[src/hdl/assert_macros.svh]
// Assertion macros for the job assigner, included by the scan sequencer llja_ctrl
`ifndef ASSERT_MACROS_SVH
`define ASSERT_MACROS_SVH

// Plain property, checked at every rising clock edge outside reset
`define LLJA_ASSERT(name, clk, rst_n, prop, msg) \
  name: assert property (@(posedge clk) disable iff (!rst_n) (prop)) else $error(msg);

// Overlapping implication
`define LLJA_ASSERT_IMP(name, clk, rst_n, ante, cons, msg) \
  name: assert property (@(posedge clk) disable iff (!rst_n) (ante) |-> (cons)) else $error(msg);

// Next-cycle implication
`define LLJA_ASSERT_NXT(name, clk, rst_n, ante, cons, msg) \
  name: assert property (@(posedge clk) disable iff (!rst_n) (ante) |=> (cons)) else $error(msg);

`endif

[src/hdl/llja_pkg.sv]
// Types and constants of the least-loaded job assigner
`timescale 1ns / 1ps

package llja_pkg;

  localparam int LOAD_W    = 24;
  localparam int COST_W    = 12;
  localparam int WEIGHT_W  = 8;
  localparam int FACTOR_W  = 4;
  localparam int JOBNUM_W  = 16;
  localparam int MIDX_W    = 3;
  localparam int CFG_IDX_W = 4;

  localparam logic [CFG_IDX_W-1:0] REG_FACTOR_MODE_ZERO = CFG_IDX_W'(0);
  localparam logic [CFG_IDX_W-1:0] REG_FACTOR_MODE_ONE  = CFG_IDX_W'(1);

  localparam logic [FACTOR_W-1:0] FACTOR_MODE_ZERO_RST = FACTOR_W'(2);
  localparam logic [FACTOR_W-1:0] FACTOR_MODE_ONE_RST  = FACTOR_W'(4);

  typedef enum logic [1:0] {
    ST_IDLE,
    ST_SCAN,
    ST_DRAIN,
    ST_UPDATE
  } llja_state_t;

  typedef struct packed {
    logic rd_en;
    logic wr_en;
  } llja_mem_cmd_t;

endpackage

[src/hdl/llja_load_mem.sv]
// Load table memory: one read and one write port, registered read, per-entry valid bits
`timescale 1ns / 1ps

module llja_load_mem #(
  parameter int NUM_MACHINES = 8,
  parameter int IDX_W        = 3
) (
  input  logic                        clk,
  input  logic                        rst_n,
  input  llja_pkg::llja_mem_cmd_t     cmd,
  input  logic [IDX_W-1:0]            rd_addr,
  input  logic [IDX_W-1:0]            wr_addr,
  input  logic [llja_pkg::LOAD_W-1:0] wr_data,
  output logic [llja_pkg::LOAD_W-1:0] rd_data
);
  import llja_pkg::*;

  logic [LOAD_W-1:0]       load_mem_r [NUM_MACHINES];
  logic [NUM_MACHINES-1:0] vld_r;
  logic [LOAD_W-1:0]       rd_data_r;
  logic                    rd_vld_r;

  always_ff @(posedge clk) begin
    if (cmd.wr_en) begin
      load_mem_r[wr_addr] <= wr_data;
    end
    if (cmd.rd_en) begin
      rd_data_r <= load_mem_r[rd_addr];
    end
  end

  // entries never written since reset read as zero load
  always_ff @(posedge clk) begin
    if (!rst_n) begin
      vld_r    <= '0;
      rd_vld_r <= 1'b0;
    end else begin
      if (cmd.wr_en) begin
        vld_r[wr_addr] <= 1'b1;
      end
      if (cmd.rd_en) begin
        rd_vld_r <= vld_r[rd_addr];
      end
    end
  end

  assign rd_data = rd_vld_r ? rd_data_r : '0;

endmodule

[src/hdl/llja_ctrl.sv]
// Scan sequencer: reads every load, keeps the minimum, writes back the updated load
`timescale 1ns / 1ps
`include "assert_macros.svh"

module llja_ctrl #(
  parameter int NUM_MACHINES = 8,
  parameter int IDX_W        = 3
) (
  input  logic                          clk,
  input  logic                          rst_n,
  input  logic [llja_pkg::FACTOR_W-1:0] factor_mode_zero,
  input  logic [llja_pkg::FACTOR_W-1:0] factor_mode_one,
  input  logic                          in_valid,
  output logic                          in_stall,
  input  logic                          in_job_mode,
  input  logic [llja_pkg::WEIGHT_W-1:0] in_job_weight,
  output logic                          out_valid,
  input  logic                          out_stall,
  output logic [llja_pkg::JOBNUM_W-1:0] out_job_number,
  output logic [llja_pkg::MIDX_W-1:0]   out_machine_index,
  output logic [llja_pkg::LOAD_W-1:0]   out_machine_load,
  output llja_pkg::llja_mem_cmd_t       mem_cmd,
  output logic [IDX_W-1:0]              rd_addr,
  output logic [IDX_W-1:0]              wr_addr,
  output logic [llja_pkg::LOAD_W-1:0]   wr_data,
  input  logic [llja_pkg::LOAD_W-1:0]   rd_data
);
  import llja_pkg::*;

  localparam logic [IDX_W-1:0] LAST_IDX = IDX_W'(NUM_MACHINES - 1);

  llja_state_t         state_r, state_nxt;
  logic [IDX_W-1:0]    rd_cnt_r, rd_cnt_nxt;
  logic                rsp_vld_r;
  logic [IDX_W-1:0]    rsp_idx_r;
  logic [IDX_W-1:0]    best_idx_r;
  logic [LOAD_W-1:0]   best_load_r;
  logic [COST_W-1:0]   cost_r, cost_nxt;
  logic [JOBNUM_W-1:0] job_cnt_r, job_cnt_nxt;
  logic                out_valid_r;
  logic [JOBNUM_W-1:0] out_job_number_r;
  logic [MIDX_W-1:0]   out_machine_index_r;
  logic [LOAD_W-1:0]   out_machine_load_r;

  logic                in_accept;
  logic                upd_go;
  logic [FACTOR_W-1:0] factor_sel;
  logic [LOAD_W:0]     sum_wide;
  logic [LOAD_W-1:0]   sum_sat;
  logic [IDX_W+MIDX_W-1:0] idx_ext;

  // next state
  always_comb begin
    state_nxt = state_r;
    case (state_r)
      ST_IDLE: begin
        if (in_valid) state_nxt = ST_SCAN;
      end
      ST_SCAN: begin
        if (rd_cnt_r == LAST_IDX) state_nxt = ST_DRAIN;
      end
      ST_DRAIN: begin
        state_nxt = ST_UPDATE;
      end
      ST_UPDATE: begin
        if (upd_go) state_nxt = ST_IDLE;
      end
      default: begin
        state_nxt = ST_IDLE;
      end
    endcase
  end

  // state outputs
  always_comb begin
    in_stall      = 1'b1;
    mem_cmd.rd_en = 1'b0;
    upd_go        = 1'b0;
    case (state_r)
      ST_IDLE: begin
        in_stall      = 1'b0;
        mem_cmd.rd_en = in_valid;
      end
      ST_SCAN: begin
        mem_cmd.rd_en = 1'b1;
      end
      ST_DRAIN: begin
      end
      ST_UPDATE: begin
        // hold while the previous result is still stalled
        upd_go = !out_valid_r || !out_stall;
      end
      default: begin
      end
    endcase
    mem_cmd.wr_en = upd_go;
  end

  assign in_accept = in_valid && !in_stall;

  always_comb begin
    rd_cnt_nxt = rd_cnt_r;
    if (mem_cmd.rd_en) begin
      rd_cnt_nxt = (rd_cnt_r == LAST_IDX) ? '0 : rd_cnt_r + 1'b1;
    end
  end

  assign factor_sel = in_job_mode ? factor_mode_one : factor_mode_zero;
  assign cost_nxt   = COST_W'(in_job_weight) * COST_W'(factor_sel);

  assign sum_wide = {1'b0, best_load_r} + (LOAD_W + 1)'(cost_r);
  assign sum_sat  = sum_wide[LOAD_W] ? {LOAD_W{1'b1}} : sum_wide[LOAD_W-1:0];

  assign job_cnt_nxt = job_cnt_r + 1'b1;
  assign idx_ext     = (IDX_W + MIDX_W)'(best_idx_r);

  assign rd_addr = rd_cnt_r;
  assign wr_addr = best_idx_r;
  assign wr_data = sum_sat;

  always_ff @(posedge clk) begin
    if (!rst_n) begin
      state_r     <= ST_IDLE;
      rd_cnt_r    <= '0;
      rsp_vld_r   <= 1'b0;
      job_cnt_r   <= '0;
      out_valid_r <= 1'b0;
    end else begin
      state_r   <= state_nxt;
      rd_cnt_r  <= rd_cnt_nxt;
      rsp_vld_r <= mem_cmd.rd_en;
      if (upd_go) begin
        job_cnt_r   <= job_cnt_nxt;
        out_valid_r <= 1'b1;
      end else if (!out_stall) begin
        out_valid_r <= 1'b0;
      end
    end
  end

  // datapath: running minimum, cost and result registers
  always_ff @(posedge clk) begin
    rsp_idx_r <= rd_cnt_r;
    if (in_accept) begin
      cost_r <= cost_nxt;
    end
    // first entry seeds the minimum; strict less keeps the lowest index on ties
    if (rsp_vld_r && (rsp_idx_r == '0 || rd_data < best_load_r)) begin
      best_idx_r  <= rsp_idx_r;
      best_load_r <= rd_data;
    end
    if (upd_go) begin
      out_job_number_r    <= job_cnt_nxt;
      out_machine_index_r <= idx_ext[MIDX_W-1:0];
      out_machine_load_r  <= sum_sat;
    end
  end

  assign out_valid         = out_valid_r;
  assign out_job_number    = out_job_number_r;
  assign out_machine_index = out_machine_index_r;
  assign out_machine_load  = out_machine_load_r;

  `LLJA_ASSERT_IMP(a_no_wr_during_rd, clk, rst_n, mem_cmd.wr_en, !rsp_vld_r && !mem_cmd.rd_en, "load write overlaps a scan read")
  `LLJA_ASSERT_IMP(a_scan_len, clk, rst_n, in_accept, ##(NUM_MACHINES + 1) (state_r == ST_UPDATE), "scan did not reach update on time")
  `LLJA_ASSERT_IMP(a_rose_after_wr, clk, rst_n, $rose(out_valid_r), $past(mem_cmd.wr_en), "result shown without load write")
  `LLJA_ASSERT_NXT(a_cnt_step, clk, rst_n, upd_go, job_cnt_r == $past(job_cnt_nxt), "job counter did not advance")
  `LLJA_ASSERT_IMP(a_best_range, clk, rst_n, state_r == ST_UPDATE, best_idx_r <= LAST_IDX, "chosen machine out of range")

endmodule

[src/hdl/least_loaded_job_assigner.sv]
// Top level of the least-loaded job assigner: configuration registers and submodules
//
// Usage:
//   Input channel (in_valid / in_stall): one job per transfer, a mode bit and
//   an 8-bit weight. Output channel (out_valid / out_stall): one result per
//   job, giving the job number, the chosen machine and its new load.
//   Configuration (cfg_valid / cfg_ready): cfg_index 0 writes the mode-zero
//   factor, 1 the mode-one factor; other indexes are dropped. cfg_ready is
//   always high. Write only while no job is in flight.
//   Sequence: one job at a time. The load memory's single read port scans
//   one entry per cycle, then the DRAIN state lets the last read return and
//   the UPDATE state writes the new load and the result register. The next
//   job is taken in the cycle after the write.
//   Reset: all loads read as zero, the job count clears, factors return to 2
//   and 4. No clearing pass is needed.
//   Stall: a stalled result holds in the output register; the next job is
//   still taken and scanned, and waits before its write until the held
//   result is transferred.
`timescale 1ns / 1ps

module least_loaded_job_assigner #(
  parameter int NUM_MACHINES = 8
) (
  input  logic                           clk,
  input  logic                           rst_n,
  input  logic                           in_valid,
  output logic                           in_stall,
  input  logic                           in_job_mode,
  input  logic [llja_pkg::WEIGHT_W-1:0]  in_job_weight,
  output logic                           out_valid,
  input  logic                           out_stall,
  output logic [llja_pkg::JOBNUM_W-1:0]  out_job_number,
  output logic [llja_pkg::MIDX_W-1:0]    out_machine_index,
  output logic [llja_pkg::LOAD_W-1:0]    out_machine_load,
  input  logic                           cfg_valid,
  output logic                           cfg_ready,
  input  logic [llja_pkg::CFG_IDX_W-1:0] cfg_index,
  input  logic [llja_pkg::FACTOR_W-1:0]  cfg_wdata
);
  import llja_pkg::*;

  localparam int IDX_W = $clog2(NUM_MACHINES);

  logic [FACTOR_W-1:0] factor_mode_zero_r;
  logic [FACTOR_W-1:0] factor_mode_one_r;
  llja_mem_cmd_t       mem_cmd;
  logic [IDX_W-1:0]    rd_addr;
  logic [IDX_W-1:0]    wr_addr;
  logic [LOAD_W-1:0]   wr_data;
  logic [LOAD_W-1:0]   rd_data;

  assign cfg_ready = 1'b1;

  always_ff @(posedge clk) begin
    if (!rst_n) begin
      factor_mode_zero_r <= FACTOR_MODE_ZERO_RST;
      factor_mode_one_r  <= FACTOR_MODE_ONE_RST;
    end else if (cfg_valid && cfg_ready) begin
      case (cfg_index)
        REG_FACTOR_MODE_ZERO: factor_mode_zero_r <= cfg_wdata;
        REG_FACTOR_MODE_ONE:  factor_mode_one_r  <= cfg_wdata;
        default: begin
        end
      endcase
    end
  end

  llja_ctrl #(
    .NUM_MACHINES (NUM_MACHINES),
    .IDX_W        (IDX_W)
  ) u_ctrl (
    .clk               (clk),
    .rst_n             (rst_n),
    .factor_mode_zero  (factor_mode_zero_r),
    .factor_mode_one   (factor_mode_one_r),
    .in_valid          (in_valid),
    .in_stall          (in_stall),
    .in_job_mode       (in_job_mode),
    .in_job_weight     (in_job_weight),
    .out_valid         (out_valid),
    .out_stall         (out_stall),
    .out_job_number    (out_job_number),
    .out_machine_index (out_machine_index),
    .out_machine_load  (out_machine_load),
    .mem_cmd           (mem_cmd),
    .rd_addr           (rd_addr),
    .wr_addr           (wr_addr),
    .wr_data           (wr_data),
    .rd_data           (rd_data)
  );

  llja_load_mem #(
    .NUM_MACHINES (NUM_MACHINES),
    .IDX_W        (IDX_W)
  ) u_load_mem (
    .clk     (clk),
    .rst_n   (rst_n),
    .cmd     (mem_cmd),
    .rd_addr (rd_addr),
    .wr_addr (wr_addr),
    .wr_data (wr_data),
    .rd_data (rd_data)
  );

endmodule

[config.mk]
export PLATFORM = sky130hd
export DESIGN_NAME = least_loaded_job_assigner
export DESIGN_NICKNAME = d
export VERILOG_FILES = /design/src/hdl/llja_pkg.sv /design/src/hdl/llja_load_mem.sv /design/src/hdl/llja_ctrl.sv /design/src/hdl/least_loaded_job_assigner.sv
export VERILOG_INCLUDE_DIRS = /design/src /design/src/hdl
export SDC_FILE = /design/constraint.sdc
export NUM_CORES = 1
export LEC_CHECK = 0
export ABC_AREA = 1
export BUFFER_PORTS_ARGS = -buffer_cell sky130_fd_sc_hd__buf_2
export CORE_AREA = 2 2 122 212
export CTS_BUF_LIST = sky130_fd_sc_hd__clkbuf_8
export DETAILED_ROUTE_END_ITERATION = 10
export DIE_AREA = 0 0 124 214
export PLACE_DENSITY = 0.81
export SETUP_SLACK_MARGIN = 0.1
export SLEW_MARGIN = 5
export SYNTH_ARGS = -nofsm -noshare
export SYNTH_HDL_FRONTEND = slang
export SYNTH_SLANG_ARGS = --single-unit
[constraint.sdc]
create_clock -name clk -period 3.95 [get_ports clk]
set_input_delay 0.395 -clock clk [delete_from_list [all_inputs] [get_ports clk]]
set_output_delay 0.395 -clock clk [all_outputs]
set_load 0.1 [all_outputs]
==> results.json, run 1 <==
{
  "hpwl_um": 21800,
  "numCtsBuffers": 47,
  "clk_root_buffer_cell": "clkbuf_8",
  "drt_first_pass_iters": 5,
  "grt_busiest_layer": "met2",
  "nNetsFinal": 1609,
  "synthCells": 1432,
  "yosys_register_bits": 341,
  "drive_gt1_frac": 0.1400,
  "cp_common_cell": "inv_1",
  "ant_nets": 0,
  "p_per_area_mw_per_mm2": 715.4,
  "synthToLayoutAreaGrowth_pct": 10.59,
  "grt_util_all_layers": 0.2646,
  "max_stage_delay_ns": 0.56,
  "grt_overflow_total": 0,
  "cp.arrival_ns": 3.77,
  "critical_path_class": "reg -> reg",
  "clkPwrFrac": 0.226,
  "cts_tree": "done",
  "postCtsSetupRepairBufs": 0,
  "antenna_found_initial": 0,
  "fin_worst_skew_ns": 0.02061,
  "tightest_slew_ns": 1.077,
  "die_y_um": 214,
  "routed_wl_um": 33940,
  "totalNegativeSetupSlack_ns": 0,
  "core_region_area_mm2": 0.02472,
  "synthTopCellsByArea": "edfxtp_1 (57%), nor2_1 (6.5%), dfxtp_1 (5.5%)",
  "power.net_switching_w": 0.004671,
  "hold_buffers": 0,
  "crit_path_start_kind": "register",
  "required_ns": 4.28,
  "drv_cap": 0,
  "synthesis.area_mm2": 0.01563,
  "post_cts_resized": 0,
  "clk_pin_slew_ns": 0.07,
  "grt_pass1_vias": 10846,
  "grtUsageMet3": 0.04127,
  "relSlewSlack": 0.2817,
  "clkLatencyLatePin_ns": 0.57,
  "htree_levels": 2,
  "n_antenna_cell": 0,
  "ys.flop_type": "edfxtp_1",
  "grt_pass1_wl_um": 53290,
  "vias": 10612,
  "clkSinkCount": 341,
  "crit_chain": "inv_1, nand2_1, o21ai_0, inv_1, nand2_1, fa_1, inv_1, fa_1, inv_1, fa_1, o21ai_1, a21oi_1, nor2_1, nor2_1, xnor2_1",
  "synth_nets": 1525,
  "min_period_over_period": 0.8710,
  "clock.fmax_ghz": 0.2907,
  "synth_top_area_cell": "edfxtp_1",
  "grt_max_degree": 105,
  "holdCritPathClass": "in -> reg",
  "cts_buffer_depth": 3,
  "viasPerCell": 5.699,
  "initial_core_util": 0.6320,
  "syn-mean-instance-area_um2": 10.91,
  "setup-violations-final": 0,
  "status": "finished clean",
  "fin_crit_ns": 3.440,
  "die_w_um": 124,
  "vdd_ir_drop_max_mv": 0.5133,
  "synth_cell_types": 52,
  "drcViolationCount": 0,
  "p_int_w": 0.007691,
  "grt_use_met2": 0.4780,
  "netlist.area_leader.share": 0.5727,
  "p_leak_nw": 6.979,
  "cpMaxStageDelayCell": "fa_1",
  "dieArea_mm2": 0.02654,
  "ys_warn_count": 0,
  "place.gp.congestion": 0.9313,
  "ios": 68,
  "synthArstFlopShare": 0,
  "hold_violations": 0,
  "port_buffers": 66,
  "p_comb_frac": 0.348,
  "ys_seq_area_frac": 0.6278,
  "first_iter_violations": 865,
  "met1_usage": 0.2983,
  "fin_util": 0.6989,
  "slew_viol_final": 0,
  "crit_path_end_kind": "register",
  "pwr-share-seq": 0.426,
  "rsz0062_at_grt": "no",
  "rows": 76,
  "path_max_fanout": 5,
  "switching_share": 0.3779,
  "avgRoutedWirePerCell_um": 18.23,
  "synth_enable_flop_cells": 298
}
==> final timing paths <==
path | start | to | slack, ns | cells after the start
max | factor_mode_one_r[3] | u_ctrl.cost_r[8] | 0.51 | 15
min | cfg_wdata[1] | factor_mode_zero_r[1] | 0.07 | 3
max reg2reg | factor_mode_one_r[3] | u_ctrl.cost_r[8] | 0.51 | 15
min reg2reg | u_ctrl.rd_addr[2] | u_ctrl.rsp_idx_r[2] | 0.40 | 0
==> synthesized netlist by cell type, types with 7 or more instances <==
library cell	instances
edfxtp_1	298
inv_2	12
fa_1	13
nor3_1	8
o21ai_1	17
nand2_2	13
nand4_1	11
inv_1	144
ha_1	58
nand3_1	35
nor2_1	269
clkbuf_1	28
a21oi_1	48
nand2_1	160
nand3_4	7
a31oi_1	24
dfxtp_1	43
xor2_1	20
buf_2	15
o22ai_1	26
o21ai_0	122
==> power groups by stage <==
stage / Clock, W / Combinational [W] / Sequential (W)
after floorplan: 0 / 0.00268 / 0.00573
after global placement: 0 / 0.00414 / 0.00532
after detailed placement: 0 / 0.00426 / 0.00533
after CTS: 0.00284 / 0.00428 / 0.00526
after global routing: 0.00298 / 0.00473 / 0.00530
final: 0.00280 / 0.00431 / 0.00526
==> final cells by class <==
cell class | instances | area [µm²]
inverters | 159 | 603.1
clock buffers | 49 | 674.4
clock inverters | 34 | 295.3
fillers | 1727 | 7443
well taps | 312 | 390.4
flip-flops and latches | 341 | 9811
repair buffers | 83 | 483.0
multi-input cells | 884 | 5024
==> cells in the final DEF (no fill, tap or decap), types with 3 or more instances in the layout <==
cell type / netlist / layout
o21ai_0: 122 / 121
a31oi_1: 24 / 24
nor3_1: 8 / 6
xnor2_1: 4 / 4
edfxtp_1: 298 / 298
nand2_2: 13 / 13
nor2_2: 2 / 8
nand4_1: 11 / 11
clkbuf_8: 0 / 49
xor2_1: 20 / 20
nor3_2: 2 / 4
nand3_1: 35 / 35
o21ai_1: 17 / 18
bufinv_16: 0 / 6
nand2_4: 6 / 6
nand2_1: 160 / 160
clkinv_2: 1 / 6
fa_1: 13 / 13
clkinv_1: 1 / 14
nor2_4: 3 / 3
nor2_1: 269 / 263
a21oi_1: 48 / 47
o21ai_2: 3 / 3
ha_1: 58 / 58
buf_4: 1 / 15
inv_2: 12 / 13
buf_2: 15 / 66
nand3_4: 7 / 7
or2_1: 6 / 6
a21oi_2: 4 / 5
o22ai_1: 26 / 26
dfxtp_1: 43 / 42
inv_1: 144 / 152
==> per-layer routing <==
layer  part of all wire  up-vias
met5                  0        -
met4              0.037        0
met3              0.055       90
met2               0.54      360
met1               0.36     5088
li1                   -     5074
==> worst max-delay path, delay by kind of cell, from the launching register on <==
kind / cells / cell delay [ns]
buffers and inverters: 4 / 0.32
DFF: 1 / 0.31
xor gates and xnor gates: 1 / 0.11
AOI/OAI and AO/OA: 3 / 0.58
adders and majority gates: 3 / 1.55
and+or+nand+nor: 4 / 0.32
==> stage by stage <==
stage | hold slack (ns) | worst slack, ns | area [µm²] | cells | power (W)
after floorplan | 0.3497 | 0.5997 | 15630 | 1432 | 0.008408
after global placement | 0.3851 | 0.1896 | 16310 | 1779 | 0.009458
after detailed placement | 0.3909 | 0.1360 | 16310 | 1779 | 0.009591
after CTS | 0.03464 | 0.3681 | 17280 | 1862 | 0.01239
after global routing | 0.07448 | 0.2508 | 17280 | 1862 | 0.01301
final | 0.07219 | 0.5096 | 17280 | 1862 | 0.01236
==> flip-flops by register name, summed over array words and instances, names as in the netlist, 4 cells and up <==
name and cells:
u_ctrl.cost_r 12, u_load_mem.vld_r 8, u_load_mem.rd_data_r 24, factor_mode_one_r 4, u_ctrl.job_cnt_r 16, u_ctrl.best_load_r 24, u_ctrl.out_machine_load 24, factor_mode_zero_r 4
u_load_mem.load_mem_r 192, u_ctrl.out_job_number 16
==> logic make-up (layout without fill, tap and decap cells) <==
family / count (synthesis) / after routing / share of synthesized area
flops: 341 / 341 / 0.6278
buf+inv: 207 / 325 / 0.05261
compound gates: 257 / 257 / 0.09088
xor+xnor: 24 / 24 / 0.01345
simple gates: 531 / 531 / 0.1520
fa+ha+maj: 71 / 71 / 0.06310
other cells: 1 / 1 / 0.0002400
Power figures use the tool's default switching activity.
==> run 2, diff against run 1 <==
- CORE_AREA: 2 2 122 212 -> 2 2 122 214
- DIE_AREA: 0 0 124 214 -> 0 0 124 216
- PLACE_DENSITY: 0.81 -> 0.79
- SYNTH_HIERARCHICAL: default -> 1
==> run 2 against run 1 <==
  * Cell count rose by 5.3%
  * Wire length increased by 8.6%
  * Combinational power fell by 0.9%
  * Clock power decreased by 7.5%
  * Clock skew increased by 0.014 ns
==> results.json, run 2 <==
{
  "status": "finished clean",
  "crit_cells": 14,
  "reg2reg_slack_ns": 0.30,
  "synthCells": 1525,
  "fin_cells": 1960,
  "crit_path_start_kind": "register",
  "cpMaxStageDelayCell": "fa_1",
  "totalNegativeSetupSlack_ns": 0,
  "dp_cells": 1878,
  "largest_reg_flops": 192,
  "fin_crit_ns": 3.648,
  "core_region_area_mm2": 0.02505,
  "ys_warn_count": 6,
  "holdCritPathClass": "in -> reg",
  "r2r.worst_path.cells": 14,
  "die_w_um": 124,
  "rows": 77,
  "required_ns": 4.37,
  "vias": 11253,
  "p_leak_nw": 7.339,
  "viasPerCell": 5.741,
  "cp.arrival_ns": 4.07,
  "r2r-start": "factor_mode_one_r[3]",
  "setup-violations-final": 0,
  "yosys_register_bits": 341,
  "postCtsSetupRepairBufs": 0,
  "die_y_um": 216,
  "synth_most_common_cell": "edfxtp_1",
  "synthesis.area_mm2": 0.01585,
  "rr_endpoint": "u_ctrl/cost_r[10]",
  "slew_viol_final": 0,
  "grt_pass1_vias": 11508,
  "cts_tree": "done",
  "max_stage_delay_ns": 0.55,
  "vdd_ir_drop_max_mv": 0.6982,
  "synth_top_area_cell": "edfxtp_1",
  "clkSinkCount": 341,
  "clk_pin_slew_ns": 0.07,
  "avgRoutedWirePerCell_um": 18.80,
  "hold_buffers": 0,
  "grt_overflow_total": 0,
  "initial_core_util": 0.6327,
  "met1_usage": 0.3060,
  "port_buffers": 66,
  "cp_common_cell": "inv_1",
  "first_iter_violations": 1077,
  "ios": 68,
  "relSlewSlack": 0.2778,
  "hold_violations": 0,
  "p_per_area_mw_per_mm2": 698.6,
  "synthArstFlopShare": 0,
  "cp_top_family": "adder cells",
  "final_cell_mix": "edfxtp_1 (298), nand2_1 (292), inv_1 (213)",
  "path_buf_inv": 4,
  "drcViolationCount": 0,
  "final_common_cell": "edfxtp_1",
  "grt_util_all_layers": 0.2846,
  "grtUsageMet3": 0.04017,
  "cts_buffer_depth": 3,
  "numCtsBuffers": 46,
  "dieArea_mm2": 0.02678,
  "synthTopCellsByArea": "edfxtp_1 (56%), nand2_1 (6.9%), dfxtp_1 (5.4%)",
  "clock.fmax_ghz": 0.2741,
  "synthTopCellsByCount": "edfxtp_1 (298), nand2_1 (292), nor2_1 (206)",
  "grt_pass1_wl_um": 57480,
  "path_max_fanout": 6,
  "fin_util": 0.6937,
  "fin_worst_skew_ns": 0.03496,
  "grt_busiest_layer": "met2",
  "hpwl_um": 23730,
  "top_register": "u_load_mem/load_mem_r",
  "netlist.area_leader.share": 0.5646,
  "syn-mean-instance-area_um2": 10.39,
  "synth_enable_flop_cells": 298,
  "tightest_slew_ns": 1.072,
  "crit_path_end_kind": "register",
  "n_antenna_cell": 0,
  "synth_cell_types": 48,
  "post_cts_resized": 0,
  "grt_max_degree": 102,
  "clkLatencyLatePin_ns": 0.61,
  "ys_seq_area_frac": 0.6189,
  "grt_use_met2": 0.5106,
  "routed_wl_um": 36850,
  "ant_nets": 0,
  "endpoint": "u_ctrl/cost_r[10]",
  "min_period_over_period": 0.9236,
  "rsz0062_at_grt": "no",
  "drive_gt1_frac": 0.1137,
  "cp-startpoint": "factor_mode_one_r[3]",
  "ys.flop_type": "edfxtp_1",
  "holdPathStages": 3,
  "antenna_found_initial": 0,
  "nNetsFinal": 1703,
  "place.gp.congestion": 0.9558,
  "critical_path_class": "reg -> reg",
  "synth_nets": 1618,
  "crit_chain": "inv_1, nand2_1, o21ai_0, inv_1, nand2_1, fa_1, inv_1, fa_1, inv_1, fa_1, o21ai_0, nand4_1, nand3_1, xor2_1",
  "htree_levels": 2,
  "synthToLayoutAreaGrowth_pct": 9.639,
  "clk_root_buffer_cell": "clkbuf_8",
  "drt_first_pass_iters": 7,
  "drv_cap": 0
}
-- run 2: changes by cell type in the layout (fill, tap and decap cells not counted), moves of 8 or more --
cell | previous run | this run
o21ai_0 | 121 | 109
nor2_1 | 263 | 198
a31oi_1 | 24 | 0
a21oi_1 | 47 | 38
nand3_1 | 35 | 58
nand2_2 | 13 | 3
o22ai_1 | 26 | 48
inv_2 | 13 | 5
nand2_1 | 160 | 292
inv_1 | 152 | 213
-- run 2: worst min-delay path, delay by kind of cell --
| family | cells | cell delay, ns |
|---|---|---|
| and+or+nand+nor | 1 | 0.07 |
| AOI/OAI and AO/OA | 1 | 0.06 |
| buffers and inverters | 1 | 0.11 |
-- run 2: layout make-up --
class	instances	area, µm²
Clock buffer	47	646.9
Clock inverter	35	236.5
Fill cell	1874	7672
Inverter	202	760.7
Multi-Input combinational cell	933	5032
Sequential cell	341	9812
Tap cell	316	395.4
Timing Repair Buffer	86	493.0
-- run 2: layer usage --
metal  routed length [µm]  vias up  part of all wire
li1                     -     5297                 -
met1                12810     5326              0.35
met2                19550      483              0.53
met3                 2041      147             0.055
met4                 2453        0             0.067
met5                    0        -                 0
-- run 2: stage by stage --
step           total power (W)  worst slack, ns  hold slack [ns]  area [µm²]
5_1_grt                0.01275           0.1209          0.09043       17380
6_report               0.01214           0.3018          0.09514       17380
2_1_floorplan         0.008334          0.04061           0.3653       15850
4_1_cts                0.01214           0.3407          0.06489       17380
3_5_place_dp          0.009539           0.1295           0.4021       16490
3_3_place_gp          0.009386           0.1975           0.4035       16490
-- run 2: worst min path at each step --
stage                            from                  end  slack, ns
global route                out_stall     u_ctrl/out_valid       0.09
floorplan           u_ctrl/rd_addr[2]  u_ctrl/rsp_idx_r[2]       0.37
detailed placement  u_ctrl/rd_addr[0]  u_ctrl/rsp_idx_r[0]       0.40
finish                      out_stall     u_ctrl/out_valid        0.1
CTS                         out_stall     u_ctrl/out_valid       0.06
global placement    u_ctrl/rd_addr[0]  u_ctrl/rsp_idx_r[0]       0.40
-- run 2: kinds of logic (layout without fill, tap and decap cells) --
logic type               Yosys count  in the layout  share of synthesized area
buffers and inverters            251            370                    0.06505
flip-flops                       341            341                     0.6189
other                              1              1                  0.0002366
AO/OA/AOI/OAI                    229            229                    0.07887
adder cells (fa/ha/maj)           71             71                    0.06221
XOR/XNOR                          23             23                    0.01271
AND/OR/NAND/NOR                  609            609                     0.1620
-- run 2: power by group --
part           total [W]  switching (W)  leakage [nW]  internal (W)
combinational    0.00427        0.00321          3.74       0.00106
sequential       0.00528       0.000248          3.08       0.00503
clock            0.00259        0.00128         0.520       0.00132
==> run 3, diff against run 2 <==
- CORE_AREA: 2 2 122 214 -> 2 2 154 171
- DIE_AREA: 0 0 124 216 -> 0 0 156 173
==> run 3 against run 2 <==
  * Combinational power decreased by 3%
  * Global-route usage decreased by 2.5 points
  * Sequential cell count unchanged
  * Clock power increased by 4%
  * Critical path type unchanged
  * Hold slack improved by 0.017 ns
  * Highest routed layer unchanged
  * Setup slack improved by 0.14 ns
  * Sequential power about the same
==> results.json, run 3 (synthesized netlist as in run 2, its figures left out) <==
{
  "cts_buffer_depth": 3,
  "tightest_slew_ns": 1.042,
  "post_cts_resized": 0,
  "drt_first_pass_iters": 5,
  "postCtsSetupRepairBufs": 0,
  "grt_max_degree": 101,
  "clkSinkCount": 341,
  "crit_path_end_kind": "register",
  "totalNegativeSetupSlack_ns": 0,
  "die_w_um": 156,
  "grt_pass1_vias": 10813,
  "route.met2.wl_um": 17530,
  "vdd_ir_drop_max_mv": 0.8294,
  "grt_overflow_total": 0,
  "initial_core_util": 0.6312,
  "fin_crit_ns": 3.506,
  "port_buffers": 66,
  "largest_reg_flops": 192,
  "hold_buffers": 0,
  "final_cell_mix": "edfxtp_1 (298), nand2_1 (292), inv_1 (212)",
  "fin_worst_skew_ns": 0.02024,
  "dp_cells": 1876,
  "htree_levels": 2,
  "avgRoutedWirePerCell_um": 17.82,
  "top_register": "u_load_mem/load_mem_r",
  "clk_root_buffer_cell": "clkbuf_8",
  "dieArea_mm2": 0.02699,
  "ios": 68,
  "holdCritPathClass": "in -> reg",
  "clock.fmax_ghz": 0.2852,
  "p_leak_nw": 7.367,
  "multiInputGateArea_mm2": 0.005032,
  "fin_cells": 1966,
  "drv_cap": 0,
  "cp.arrival_ns": 3.82,
  "vias": 11003,
  "cts_tree": "done",
  "setup-violations-final": 0,
  "cp_common_cell": "inv_1",
  "critical_path_class": "reg -> reg",
  "clkLatencyLatePin_ns": 0.58,
  "cpMaxStageDelayCell": "fa_1",
  "fillCellCount": 1840,
  "core_region_area_mm2": 0.02511,
  "numCtsBuffers": 51,
  "final_common_cell": "edfxtp_1",
  "regArea_mm2": 0.009811,
  "routed-wl-met3_um": 2457,
  "grt_pass1_wl_um": 54700,
  "fin_util": 0.6939,
  "drive_gt1_frac": 0.1169,
  "n_antenna_cell": 0,
  "drcViolationCount": 0,
  "slew_viol_final": 0,
  "min_period_over_period": 0.8876,
  "required_ns": 4.27,
  "crit_path_start_kind": "register",
  "p_per_area_mw_per_mm2": 695.2,
  "synthToLayoutAreaGrowth_pct": 9.939,
  "relSlewSlack": 0.3053,
  "rows": 61,
  "status": "finished clean",
  "first_iter_violations": 1028,
  "ant_nets": 0,
  "die_y_um": 173,
  "place.gp.congestion": 0.9066,
  "p_total_w": 0.01211,
  "routed_wl_um": 35040,
  "m1WireLength_um": 14170,
  "crit_chain": "inv_1, nand2_1, o21ai_0, inv_1, nand2_1, fa_1, inv_1, fa_1, inv_1, fa_1, o21ai_0, nand4_1, nand3_1, xor2_1",
  "path_max_fanout": 3,
  "nNetsFinal": 1707,
  "clk_pin_slew_ns": 0.06,
  "grt_util_all_layers": 0.2592,
  "rsz0062_at_grt": "no",
  "viasPerCell": 5.597,
  "hpwl_um": 21360,
  "antenna_found_initial": 0,
  "max_stage_delay_ns": 0.57,
  "top_layer": "met4",
  "hold_violations": 0
}
-- run 3: changes by cell type in the layout (fill, tap and decap cells not counted), sizes merged --
cell	change
clkbuf	+6
inv	-1
bufinv	-1
buf	-1
clkinv	+4
-- run 3: per-stage QoR --
step | instance area (µm²) | hold slack [ns] | setup slack (ns)
CTS | 17420 | 0.09460 | 0.3420
floorplan | 15850 | 0.3653 | 0.04061
finish | 17420 | 0.1124 | 0.4441
global placement | 16480 | 0.3934 | 0.1115
detailed placement | 16480 | 0.4060 | 0.1331
global route | 17420 | 0.1156 | 0.2780
-- run 3: critical path: cells and delay by family (launching register included) --
family,cells,cell delay (ns)
adder cells (fa/ha/maj),3,1.56
XOR/XNOR,1,0.08
flip-flops,1,0.32
AND/OR/NAND/NOR,4,0.45
buffers and inverters,4,0.30
AO/OA/AOI/OAI,2,0.55
-- run 3: metal layers --
| layer | track usage | vias up |
|---|---|---|
| met2 | 0.4471 | 401 |
| met5 | 0 | - |
| met1 | 0.3348 | 5221 |
| met3 | 0.04085 | 74 |
| li1 | - | 5307 |
| met4 | 0.08945 | 0 |
-- run 3: layout make-up --
cell class | instances | area share
sequential | 341 | 0.5630
clock buffer | 53 | 0.04186
tap | 315 | 0.02262
inverter | 202 | 0.04366
timing repair buffer | 85 | 0.02786
clock inverter | 37 | 0.01214
multi-input combinational | 933 | 0.2888
-- run 3: worst paths after layout --
path	start	endpoint	slack, ns	depth (start not counted)
max	factor_mode_one_r[3]	u_ctrl/cost_r[10]	0.44	14
min	cfg_wdata[1]	factor_mode_zero_r[1]	0.11	3
max reg2reg	factor_mode_one_r[3]	u_ctrl/cost_r[10]	0.44	14
min reg2reg	u_ctrl/rsp_idx_r[2]	u_ctrl/wr_addr[2]	0.42	0
-- run 3: report_power, final --
part           leakage [nW]  switching (W)  internal (W)
Clock                 0.553        0.00131       0.00138
Sequential             3.08       0.000260       0.00503
Combinational          3.73        0.00309       0.00105
Total                  7.37        0.00466       0.00745
